$ cat config.mk
export PLATFORM = sky130hd
export DESIGN_NAME = block_buffer_cache_tags
export DESIGN_NICKNAME = d
export VERILOG_FILES = /design/src/rtl/core/bbct_pkg.sv /design/src/rtl/core/bbct_ctrl.sv /design/src/rtl/core/bbct_datapath.sv /design/src/rtl/core/block_buffer_cache_tags.sv
export SDC_FILE = /design/constraint.sdc
export NUM_CORES = 2
export LEC_CHECK = 0
export ABC_AREA = 1
export ABC_CLOCK_PERIOD_IN_PS = 10830
export BUFFER_PORTS_ARGS = -buffer_cell sky130_fd_sc_hd__buf_2
export CORE_ASPECT_RATIO = 1.5
export CORE_MARGIN = 4
export CORE_UTILIZATION = 30
export DETAILED_ROUTE_END_ITERATION = 6
export PLACE_DENSITY = 0.47
export SYNTH_ARGS = -nofsm -noshare
export SYNTH_HDL_FRONTEND = slang
export SYNTH_SLANG_ARGS = --single-unit
$ cat constraint.sdc
create_clock -name clock -period 10.83 [get_ports clock]
set_clock_uncertainty 0.2 [all_clocks]
set_input_delay 0.5415 -clock clock [delete_from_list [all_inputs] [get_ports clock]]
set_output_delay 0.5415 -clock clock [all_outputs]
set_load 0.1 [all_outputs]
$ cat src/rtl/core/bbct_pkg.sv
`default_nettype none

package bbct_pkg;

   // slots are searched in groups of this many, one priority encode per group
   localparam int GROUP_WIDTH = 32;
   localparam int LOCAL_BITS  = 5;

   localparam logic [7:0] REFS_MAX = 8'hFF;

   typedef enum logic [1:0] {
      OP_ACQUIRE    = 2'd0,
      OP_RELEASE    = 2'd1,
      OP_MARK_VALID = 2'd2
   } op_type;

   typedef enum logic [4:0] {
      ST_IDLE    = 5'b00001,
      ST_COMPARE = 5'b00010,
      ST_GROUP   = 5'b00100,
      ST_SELECT  = 5'b01000,
      ST_UPDATE  = 5'b10000
   } state_type;

   typedef struct packed {
      logic accept;
      logic compare;
      logic group;
      logic select;
      logic commit;
   } cmd_type;

endpackage

`default_nettype wire

$ cat src/rtl/core/bbct_ctrl.sv
`default_nettype none

module bbct_ctrl (
   input  wire logic              clock,
   input  wire logic              reset,
   input  wire logic              req_valid,
   output logic                   req_stall,
   output logic                   rsp_valid,
   input  wire logic              rsp_stall,
   output bbct_pkg::cmd_type      cmd
);

   bbct_pkg::state_type state_ff, state_in;
   logic rsp_valid_ff, rsp_valid_in;
   logic out_free;
   logic commit;
   logic accept;

   assign out_free  = !rsp_valid_ff || !rsp_stall;
   assign commit    = (state_ff == bbct_pkg::ST_UPDATE) && out_free;
   assign req_stall = !((state_ff == bbct_pkg::ST_IDLE) || commit);
   assign accept    = req_valid && !req_stall;
   assign rsp_valid = rsp_valid_ff;

   always_comb begin
      cmd.accept  = accept;
      cmd.compare = (state_ff == bbct_pkg::ST_COMPARE);
      cmd.group   = (state_ff == bbct_pkg::ST_GROUP);
      cmd.select  = (state_ff == bbct_pkg::ST_SELECT);
      cmd.commit  = commit;
   end

   always_comb begin
      state_in = state_ff;
      unique case (state_ff)
         bbct_pkg::ST_IDLE: begin
            if (accept) state_in = bbct_pkg::ST_COMPARE;
         end
         bbct_pkg::ST_COMPARE: state_in = bbct_pkg::ST_GROUP;
         bbct_pkg::ST_GROUP:   state_in = bbct_pkg::ST_SELECT;
         bbct_pkg::ST_SELECT:  state_in = bbct_pkg::ST_UPDATE;
         bbct_pkg::ST_UPDATE: begin
            // hold until the output register can take the transaction
            if (commit) state_in = accept ? bbct_pkg::ST_COMPARE : bbct_pkg::ST_IDLE;
         end
         default: state_in = bbct_pkg::ST_IDLE;
      endcase
   end

   always_comb begin
      if (commit) rsp_valid_in = 1'b1;
      else        rsp_valid_in = rsp_valid_ff && rsp_stall;
   end

   always_ff @(posedge clock) begin
      if (reset) begin
         state_ff     <= bbct_pkg::ST_IDLE;
         rsp_valid_ff <= 1'b0;
      end else begin
         state_ff     <= state_in;
         rsp_valid_ff <= rsp_valid_in;
      end
   end

endmodule

`default_nettype wire

$ cat src/rtl/core/bbct_datapath.sv
`default_nettype none

module bbct_datapath #(
   parameter int SLOT_COUNT = 32
) (
   input  wire logic               clock,
   input  wire logic               reset,
   input  wire bbct_pkg::cmd_type  cmd,
   input  wire logic [1:0]         req_opcode,
   input  wire logic [7:0]         req_device_number,
   input  wire logic [31:0]        req_block_number,
   input  wire logic [4:0]         req_slot_index,
   output logic                    rsp_success,
   output logic [4:0]              rsp_granted_slot,
   output logic                    rsp_tag_hit,
   output logic                    rsp_needs_fill
);

   localparam int GW          = bbct_pkg::GROUP_WIDTH;
   localparam int LB          = bbct_pkg::LOCAL_BITS;
   localparam int SLOT_BITS   = (SLOT_COUNT > 2) ? $clog2(SLOT_COUNT) : 1;
   localparam int GROUP_COUNT = (SLOT_COUNT + GW - 1) / GW;
   localparam int GROUP_BITS  = (GROUP_COUNT > 1) ? $clog2(GROUP_COUNT) : 1;
   localparam int SLOT_WIDE   = GROUP_BITS + LB;
   localparam int PAD         = GROUP_COUNT * GW;

   // captured request
   bbct_pkg::op_type op_ff;
   logic [7:0]       dev_ff;
   logic [31:0]      blk_ff;
   logic [4:0]       slot_ff;

   // slot table
   logic [7:0]  tag_dev_ff [SLOT_COUNT];
   logic [31:0] tag_blk_ff [SLOT_COUNT];
   logic [SLOT_COUNT-1:0] written_ff;
   logic [7:0]  refs_ff    [SLOT_COUNT];
   logic [SLOT_COUNT-1:0] dvalid_ff;

   // search pipeline
   logic [PAD-1:0] match_ff, match_in;
   logic [PAD-1:0] free_ff, free_in;
   logic [GROUP_COUNT-1:0] ghit_any_ff, ghit_any_in;
   logic [GROUP_COUNT-1:0] gfree_any_ff, gfree_any_in;
   logic [LB-1:0] ghit_idx_ff  [GROUP_COUNT];
   logic [LB-1:0] ghit_idx_in  [GROUP_COUNT];
   logic [LB-1:0] gfree_idx_ff [GROUP_COUNT];
   logic [LB-1:0] gfree_idx_in [GROUP_COUNT];
   logic sel_hit_ff, sel_hit_in;
   logic sel_found_ff, sel_found_in;
   logic [SLOT_WIDE-1:0] sel_slot_ff, sel_slot_in;

   // update
   logic [SLOT_WIDE-1:0] req_wide;
   logic                 in_table;
   logic [SLOT_BITS-1:0] tgt;
   logic [7:0]           refs_rd;
   logic                 dvalid_rd;
   logic                 wr_refs, wr_tag, wr_dvalid, dvalid_new;
   logic [7:0]           refs_new;
   logic success_in, hit_in, fill_in;
   logic [4:0] granted_in;
   logic success_ff, hit_ff, fill_ff;
   logic [4:0] granted_ff;

   always_ff @(posedge clock) begin
      if (cmd.accept) begin
         op_ff   <= bbct_pkg::op_type'(req_opcode);
         dev_ff  <= req_device_number;
         blk_ff  <= req_block_number;
         slot_ff <= req_slot_index;
      end
   end

   // per-slot compare: an unwritten tag reads as device 0, block 0
   always_comb begin
      match_in = '0;
      free_in  = '0;
      for (int s = 0; s < SLOT_COUNT; s++) begin
         match_in[s] = ((written_ff[s] ? tag_dev_ff[s] : 8'd0) == dev_ff) &&
                       ((written_ff[s] ? tag_blk_ff[s] : 32'd0) == blk_ff);
         free_in[s]  = (refs_ff[s] == 8'd0);
      end
   end

   // per-group encode: highest match, lowest free
   always_comb begin
      for (int g = 0; g < GROUP_COUNT; g++) begin
         ghit_any_in[g]  = |match_ff[g*GW +: GW];
         gfree_any_in[g] = |free_ff[g*GW +: GW];
         ghit_idx_in[g]  = '0;
         gfree_idx_in[g] = '0;
         for (int b = 0; b < GW; b++) begin
            if (match_ff[g*GW + b]) ghit_idx_in[g] = LB'(b);
         end
         for (int b = GW - 1; b >= 0; b--) begin
            if (free_ff[g*GW + b]) gfree_idx_in[g] = LB'(b);
         end
      end
   end

   always_comb begin
      logic [SLOT_WIDE-1:0] hit_slot;
      logic [SLOT_WIDE-1:0] free_slot;
      hit_slot  = '0;
      free_slot = '0;
      for (int g = 0; g < GROUP_COUNT; g++) begin
         if (ghit_any_ff[g]) hit_slot = {GROUP_BITS'(g), ghit_idx_ff[g]};
      end
      for (int g = GROUP_COUNT - 1; g >= 0; g--) begin
         if (gfree_any_ff[g]) free_slot = {GROUP_BITS'(g), gfree_idx_ff[g]};
      end
      sel_hit_in   = |ghit_any_ff;
      sel_found_in = |gfree_any_ff;
      sel_slot_in  = sel_hit_in ? hit_slot : free_slot;
   end

   always_ff @(posedge clock) begin
      if (cmd.compare) begin
         match_ff <= match_in;
         free_ff  <= free_in;
      end
      if (cmd.group) begin
         ghit_any_ff  <= ghit_any_in;
         gfree_any_ff <= gfree_any_in;
         ghit_idx_ff  <= ghit_idx_in;
         gfree_idx_ff <= gfree_idx_in;
      end
      if (cmd.select) begin
         sel_hit_ff   <= sel_hit_in;
         sel_found_ff <= sel_found_in;
         sel_slot_ff  <= sel_slot_in;
      end
   end

   assign req_wide = SLOT_WIDE'(slot_ff);
   assign in_table = {1'b0, req_wide} < (SLOT_WIDE + 1)'(SLOT_COUNT);
   assign tgt      = (op_ff == bbct_pkg::OP_ACQUIRE) ? sel_slot_ff[SLOT_BITS-1:0]
                                                     : req_wide[SLOT_BITS-1:0];
   assign refs_rd   = refs_ff[tgt];
   assign dvalid_rd = dvalid_ff[tgt];

   always_comb begin
      wr_refs    = 1'b0;
      wr_tag     = 1'b0;
      wr_dvalid  = 1'b0;
      dvalid_new = 1'b0;
      refs_new   = refs_rd;
      success_in = 1'b0;
      granted_in = slot_ff;
      hit_in     = 1'b0;
      fill_in    = 1'b0;
      unique case (op_ff)
         bbct_pkg::OP_ACQUIRE: begin
            if (sel_hit_ff) begin
               granted_in = sel_slot_ff[4:0];
               hit_in     = 1'b1;
               // refuse when the count is saturated
               if (refs_rd != bbct_pkg::REFS_MAX) begin
                  wr_refs    = 1'b1;
                  refs_new   = refs_rd + 8'd1;
                  success_in = 1'b1;
                  fill_in    = !dvalid_rd;
               end
            end else if (sel_found_ff) begin
               granted_in = sel_slot_ff[4:0];
               wr_tag     = 1'b1;
               wr_refs    = 1'b1;
               refs_new   = 8'd1;
               wr_dvalid  = 1'b1;
               dvalid_new = 1'b0;
               success_in = 1'b1;
               fill_in    = 1'b1;
            end else begin
               granted_in = '0;
            end
         end
         bbct_pkg::OP_RELEASE: begin
            if (in_table && (refs_rd != 8'd0)) begin
               wr_refs    = 1'b1;
               refs_new   = refs_rd - 8'd1;
               success_in = 1'b1;
            end
         end
         bbct_pkg::OP_MARK_VALID: begin
            if (in_table) begin
               wr_dvalid  = 1'b1;
               dvalid_new = 1'b1;
               success_in = 1'b1;
            end
         end
         default: begin
            success_in = 1'b0;
         end
      endcase
   end

   always_ff @(posedge clock) begin
      if (reset) begin
         written_ff <= '0;
         dvalid_ff  <= '0;
         for (int s = 0; s < SLOT_COUNT; s++) refs_ff[s] <= 8'd0;
      end else if (cmd.commit) begin
         if (wr_refs)   refs_ff[tgt]    <= refs_new;
         if (wr_dvalid) dvalid_ff[tgt]  <= dvalid_new;
         if (wr_tag)    written_ff[tgt] <= 1'b1;
      end
   end

   always_ff @(posedge clock) begin
      if (cmd.commit && wr_tag) begin
         tag_dev_ff[tgt] <= dev_ff;
         tag_blk_ff[tgt] <= blk_ff;
      end
   end

   always_ff @(posedge clock) begin
      if (cmd.commit) begin
         success_ff <= success_in;
         granted_ff <= granted_in;
         hit_ff     <= hit_in;
         fill_ff    <= fill_in;
      end
   end

   assign rsp_success      = success_ff;
   assign rsp_granted_slot = granted_ff;
   assign rsp_tag_hit      = hit_ff;
   assign rsp_needs_fill   = fill_ff;

endmodule

`default_nettype wire

$ cat src/rtl/core/block_buffer_cache_tags.sv
// Tag and reference-count table for a block buffer cache.
// Request channel (req_valid / req_stall): opcode acquire, release or
// mark-valid, with a device and block tag or a slot index. Response channel
// (rsp_valid / rsp_stall): one transaction per request carrying success, the
// slot, tag hit and whether a disk fill is needed.
// Steps: an accepted request passes through compare, group encode, select and
// update, each registered; the response is registered in the update step.
// A new request is taken at the edge where the previous one updates, so the
// block takes no new request until the previous one has reached its update.
// Requests are handled one at a time: the search sees the table as the
// previous request left it.
// When the receiver stalls, the response register holds; a request that has
// finished its search then waits in the update step and no further request
// is accepted until the response is taken.
// Reset clears all reference counts, data-valid marks and tags (every slot
// reads as device 0, block 0) and empties the response register; the block
// accepts requests from the first cycle after reset.
`default_nettype none

module block_buffer_cache_tags #(
   parameter int SLOT_COUNT = 32
) (
   input  wire logic        clock,
   input  wire logic        reset,
   input  wire logic        req_valid,
   output logic             req_stall,
   input  wire logic [1:0]  req_opcode,
   input  wire logic [7:0]  req_device_number,
   input  wire logic [31:0] req_block_number,
   input  wire logic [4:0]  req_slot_index,
   output logic             rsp_valid,
   input  wire logic        rsp_stall,
   output logic             rsp_success,
   output logic [4:0]       rsp_granted_slot,
   output logic             rsp_tag_hit,
   output logic             rsp_needs_fill
);

   bbct_pkg::cmd_type cmd;

   bbct_ctrl u_ctrl (
      .clock     (clock),
      .reset     (reset),
      .req_valid (req_valid),
      .req_stall (req_stall),
      .rsp_valid (rsp_valid),
      .rsp_stall (rsp_stall),
      .cmd       (cmd)
   );

   bbct_datapath #(
      .SLOT_COUNT (SLOT_COUNT)
   ) u_datapath (
      .clock             (clock),
      .reset             (reset),
      .cmd               (cmd),
      .req_opcode        (req_opcode),
      .req_device_number (req_device_number),
      .req_block_number  (req_block_number),
      .req_slot_index    (req_slot_index),
      .rsp_success       (rsp_success),
      .rsp_granted_slot  (rsp_granted_slot),
      .rsp_tag_hit       (rsp_tag_hit),
      .rsp_needs_fill    (rsp_needs_fill)
   );

endmodule

`default_nettype wire

Yosys cells after proc, flatten, opt, wreduce, memory -nomap -nowiden
Memory sizes are Yosys's and may differ from the RTL's.
Index checks and enable logic that the tools add are counted.
{"block": "word_totals", "ff_bits": 208, "mem_count": 3, "output_inout_bits": 10, "mem_bits_rw": 1536}
{"memory": "u_datapath.tag_blk_ff", "depth": 32, "word_bits": 32, "read_ports": 32, "rd_clocked_by_memory_dff": 0, "write_ports": 1, "line": "bbct_datapath.sv:35", "source": "logic [31:0] tag_blk_ff [SLOT_COUNT];"}
{"memory": "u_datapath.refs_ff", "depth": 32, "word_bits": 8, "read_ports": 33, "rd_clocked_by_memory_dff": 0, "write_ports": 32, "line": "bbct_datapath.sv:37", "source": "logic [7:0] refs_ff [SLOT_COUNT];"}
{"memory": "u_datapath.tag_dev_ff", "depth": 32, "word_bits": 8, "read_ports": 32, "rd_clocked_by_memory_dff": 0, "write_ports": 1, "line": "bbct_datapath.sv:34", "source": "logic [7:0] tag_dev_ff [SLOT_COUNT];"}
{"block": "classes", "n_mux": 171, "n_reduce_logical": 92, "addsub": 2, "n_eq_ne": 74, "bitwise": 1, "n_lt_le_gt_ge": 3}
{"operator": "32-bit == test", "count": 32}
{"operator": "32-bit two-way mux", "count": 32}
{"operator": "8-bit two-way mux", "count": 37}
{"operator": "8-bit == test", "count": 32}
{"operator": "8-bit logical NOT", "count": 32}
{"operator": "5-bit two-way mux", "count": 25}
{"operator": "4-bit two-way mux", "count": 24}
{"operator": "32-bit OR reduction", "count": 2}
{"operator": "1-bit logical AND", "count": 38}
{"operator": "3-bit two-way mux", "count": 12}
{"operator": "32-bit bitwise mux", "count": 1}
{"operator": "32-bit bitwise OR", "count": 1}
{"operator": "16-bit OR reduction", "count": 2}
{"operator": "1-bit two-way mux", "count": 26}
{"operator": "5-bit case mux with 5 select lines", "count": 1}
{"operator": "8-bit OR reduction", "count": 3}
{"operator": "8-bit case mux with 2 select lines", "count": 1}
{"operator": "2-bit two-way mux", "count": 7}
{"operator": "5-bit by 6-bit < comparator with 1-bit output (second input constant)", "count": 2}
{"operator": "8-bit by 1-bit adder with 8-bit output (second input constant)", "count": 1}
{"operator": "8-bit inequality test (second input constant)", "count": 1}
{"operator": "8-bit nonzero test", "count": 1}
{"operator": "4-bit OR reduction", "count": 2}
{"operator": "8-bit by 1-bit subtractor with 8-bit output (second input constant)", "count": 1}
{"operator": "other kinds (18)", "count": 27}

Depth between registers and ports, before layout
{"block": "depth", "ltp_word": 31, "depth_mapped": 31, "ltp_nobuf": 31}

Hierarchy
A second synthesis with hierarchy kept.
{"block": "unflattened", "cells_unflattened": 7312, "hier_area_um2": 81375.5}
{"module": "bbct_datapath", "instances": 1, "area_per_inst_um2": 81017.7, "cells_per_inst": 7258}
{"module": "bbct_ctrl", "instances": 1, "area_per_inst_um2": 357.8, "cells_per_inst": 54}

Worst setup path before layout
OpenSTA, ideal clock, no wires.
{"block": "synth_path", "path_type": "reg2reg", "startpoint": "reg u_ctrl.state_ff[2]", "endpoint": "reg u_ctrl.state_ff[0]", "setup_slack_ns": 3.035, "synth_period_minus_slack_ns": 7.795, "stages_incl_launch_ff": 9, "required_time_ns": 10.504, "arrival_ns": 7.469, "setup_time_ns": 0.126, "path_cell_list": "dfxtp_1 > nor2_1 > inv_1 > nor4_1 > inv_1 > nand4_1 > o22ai_1 > a21oi_1 > nand2_1"}
{"block": "synth_via", "elab_chain_cells": 7, "elab_cells_between_ends": 14, "cone_classes": "eq/ne: 7; mux: 3; reduce/logical: 4"}
{"item": "start: declaration", "line": "bbct_ctrl.sv:13", "source": "bbct_pkg::state_type state_ff, state_in;"}
{"item": "start signal: assignment", "line": "bbct_ctrl.sv:57", "source": "state_ff <= bbct_pkg::ST_IDLE;"}
{"item": "start signal: assignment", "line": "bbct_ctrl.sv:60", "source": "state_ff <= state_in;"}
{"item": "5-bit == test", "line": "bbct_ctrl.sv:20, bbct_ctrl.sv:35"}
{"item": "1-bit logical AND", "line": "bbct_ctrl.sv:20", "source": "assign commit = (state_ff == bbct_pkg::ST_UPDATE) && out_free;"}
{"item": "1-bit logical OR", "line": "bbct_ctrl.sv:21", "source": "assign req_stall = !((state_ff == bbct_pkg::ST_IDLE) || commit);"}
{"item": "1-bit logical AND", "line": "bbct_ctrl.sv:22", "source": "assign accept = req_valid && !req_stall;"}
{"item": "2-bit two-way mux", "line": "bbct_ctrl.sv:44", "source": "if (commit) state_in = accept ? bbct_pkg::ST_COMPARE : bbct_pkg::ST_IDLE;"}
{"item": "5-bit two-way mux", "line": "bbct_ctrl.sv:44"}
{"item": "5-bit case mux with 5 select lines", "line": "bbct_ctrl.sv:35", "source": "unique case (state_ff)"}
Parallel ways exist; a longest one is shown, timed or not. The select of a mux whose other input is x is not followed.
A chain may end at the register's enable or synchronous reset.

==> reports/results.ini <==
[logic_synthesis]
syn_nets=7428
synth_flop_cell=edfxtp_1
netlist_instances=7375
synth_area_leaders=edfxtp_1 (62%), xor2_1 (10%), nand2_1 (8.4%)
synth_most_common_cell=nand2_1
ys_seq_elements=1744
synth_top_area_cell=edfxtp_1
synthArstFlopShare_pct=0
synth_edf_count=1674
syn-cell-area_sq_mm=0.08141
ys_warn_count=0
netlist-cell-type-count=67
synth_common_cells=nand2_1 (1,812), edfxtp_1 (1,674), xor2_1 (945)
synth_top_area_share_pct=61.75
synth.avg_cell_area_sq_um=11.04
yosysSeqAreaShare_pct=63.47

[final_layout]
area_growth_pct=14.09
drive_above_1_share_pct=9.841
fin_util_pct=34.33
fill_cells=26960
nNetsFinal=7529

[pwr]
power_leakage_nw=30.45
power.density_mw_per_mm2=166.5
ir_worst_vdd_mv=0.1243

[drt]
ant_nets=0
drtIter0Drc=5084
wl_met1_um=109600
wl_met3_um=12820
vias=56000
drc=0
wl_per_cell_um=26.26
wl_met2_um=154100
dr.pass1.iters=6
routed_wl_um=293200
highest_layer=met5
via_per_inst=5.016

[place]
gp_congestion=0.9153
io_buffer_count=60
place_hpwl_um=182000
detailedPlace.worstSlack_ns=3.604

[timing]
slew_viol_final=0
finalHoldViolCount=0
worstMarginPinSlew_ns=1.371
min_period_over_period_pct=67.00
fin_ws_ns=3.573
finalCriticalPeriod_ns=7.257
setup_viol=0
grt_setup_unrepaired=no
max_clock_freq_ghz=0.1378
hold_slack_ns=0.1988
slew_headroom_pct=8.594
fin_tns_setup_ns=0

[critical_path]
cp-end-kind=register
reg2regPathDepth=20
start_kind=register
timing.rr.end=u_datapath.refs_ff[31][0]
arrival_ns=7.53
crit_type=reg2reg
crit_path_max_fanout=68
r2r_slack_ns=3.57
path_cells=nor2_2 > nand2_2 > nand2_8 > inv_6 > nand2_4 > o22ai_1 > o21ai_0 > nand2_1 > nor4_4 > ha_1 > nand4_1 > nor2_1 > nand2_1 > nand2_2 > nand2_2 > nand3_4 > buf_4 > nor2_1 > inv_1 > nand2_1
cp_slowest_stage_delay_ns=0.78
crit_slowest_cell=buf_4
path_delay_family=simple AND/OR/NAND/NOR gates
reg2reg_from=u_datapath.op_ff[1]
cp.required_ns=11.11
critPathBufInv=3

[floorplan]
rows=234
start_util_pct=30.09
ios=61
coreArea_sq_mm=0.2705
dieWidth_um=433.3
die_area_sq_mm=0.2799
die_h_um=646.0

[grt]
antenna_found_initial=11
grt_first_pass_wirelength_um=407100
grt_max_degree=69
grt.total_usage_pct=20.35
grt_pass1_vias=53850
overflow=0

[hold_path]
holdPathEnd=u_datapath.blk_ff[16]
whs_path_depth=2
min_path_type=in2reg
hold_start=req_block_number[16]

[outcome]
status=complete, no violations

[clock_network]
cts_max_level=4
cts_buffers=185
cts_sinks=1744
path_clk_slew_ns=0.06
clockRootBuffer=clkbuf_16
cts_tree=yes
clockBufferDepth=4
clkLatencyLatePin_ns=0.90
cts_setup_buffers=0

[run]
maxCapViolCount=0

## area by class of cell
type,instances,area [sq um],share of cell area (%)
Inverter,496,1959,2.110
Sequential cell,1744,51670,55.64
Multi-Input combinational cell,4722,26360,28.38
Clock buffer,248,5161,5.557
Antenna cell,3,7.507,0.008083
Clock inverter,84,691.9,0.7450
Tap cell,3540,4429,4.769
Timing Repair Buffer,327,2592,2.791
## registers in the layout, summed over array words and instances, names as in the netlist, 8 cells and up
name                   flops
u_datapath.written_ff     32
u_datapath.free_ff        32
u_datapath.dvalid_ff      32
u_datapath.match_ff       32
u_datapath.dev_ff          8
u_datapath.tag_blk_ff   1024
u_datapath.refs_ff       256
u_datapath.blk_ff         32
u_datapath.tag_dev_ff    256
## cells in the final DEF, fill, tap and decap left out, drive strengths merged, types with 121 or more instances in the layout
| master | netlist | layout |
|---|---|---|
| nand3 | 378 | 378 |
| edfxtp | 1674 | 1674 |
| xor2 | 945 | 945 |
| nor4 | 159 | 159 |
| nand2 | 1837 | 1837 |
| inv | 485 | 497 |
| o22ai | 121 | 121 |
| nand4 | 166 | 166 |
| a21oi | 153 | 153 |
| clkbuf | 272 | 248 |
| nor2 | 586 | 586 |
| buf | 141 | 277 |
## worst reg2reg max path: cells and delay by family (launching register included)
kind | cells | cell delay (ns)
compound gates | 2 | 0.39
fa+ha+maj | 1 | 0.33
buf+inv | 3 | 1.16
flops | 1 | 0.62
simple gates | 14 | 4.19
## power breakdown
group | internal, mW | switching (mW) | total [mW]
registers | 7.48 | 0.0366 | 7.52
logic | 0.345 | 1.26 | 1.60
clock network | 3.60 | 2.75 | 6.34
## metrics by stage
step	cell area, sq um	cells	power, mW
3_3_place_gp	86510	10780	9.250
4_1_cts	92870	11160	15.61
5_1_grt	92870	11160	15.91
3_5_place_dp	86510	10780	9.255
2_1_floorplan	81410	7375	8.450
6_report	92870	11160	15.46
## layer usage
layer	GRT usage, %	vias up
met1	23.07	28230
li1	-	25380
met4	10.09	6
met5	0	-
met2	37.71	1803
met3	2.159	588
## repair_timing
action / CTS / global route
gates resized for setup: 0 / 0
endpoints found under the hold margin: 61 / 0
hold buffers: 50 / 0
## worst max-delay path by stage
stage                                    from                   endpoint  cells after the start
after global routing      u_datapath.op_ff[1]  u_datapath.refs_ff[31][0]                     20
final                     u_datapath.op_ff[1]  u_datapath.refs_ff[31][0]                     20
after CTS                 u_datapath.op_ff[1]  u_datapath.refs_ff[31][0]                     20
after detailed placement  u_datapath.op_ff[1]  u_datapath.refs_ff[31][0]                     20
after global placement    u_datapath.op_ff[1]  u_datapath.refs_ff[31][6]                     20
after floorplan            u_ctrl.state_ff[2]         u_ctrl.state_ff[0]                      8
## kinds of logic (layout without fill, tap and decap cells)
kind of cell             count (synthesis)  after routing  share of synthesized area [%]
buffers and inverters                  909           1155                          4.565
adder cells (fa/ha/maj)                  2              2                        0.03073
flip-flops                            1744           1744                          63.47
AO/OA/AOI/OAI                          482            482                          3.660
XOR/XNOR                               960            960                          10.33
other                                    0              3                              0
AND/OR/NAND/NOR                       3278           3278                          17.95
Note: power is estimated with default switching activity, not from simulation.
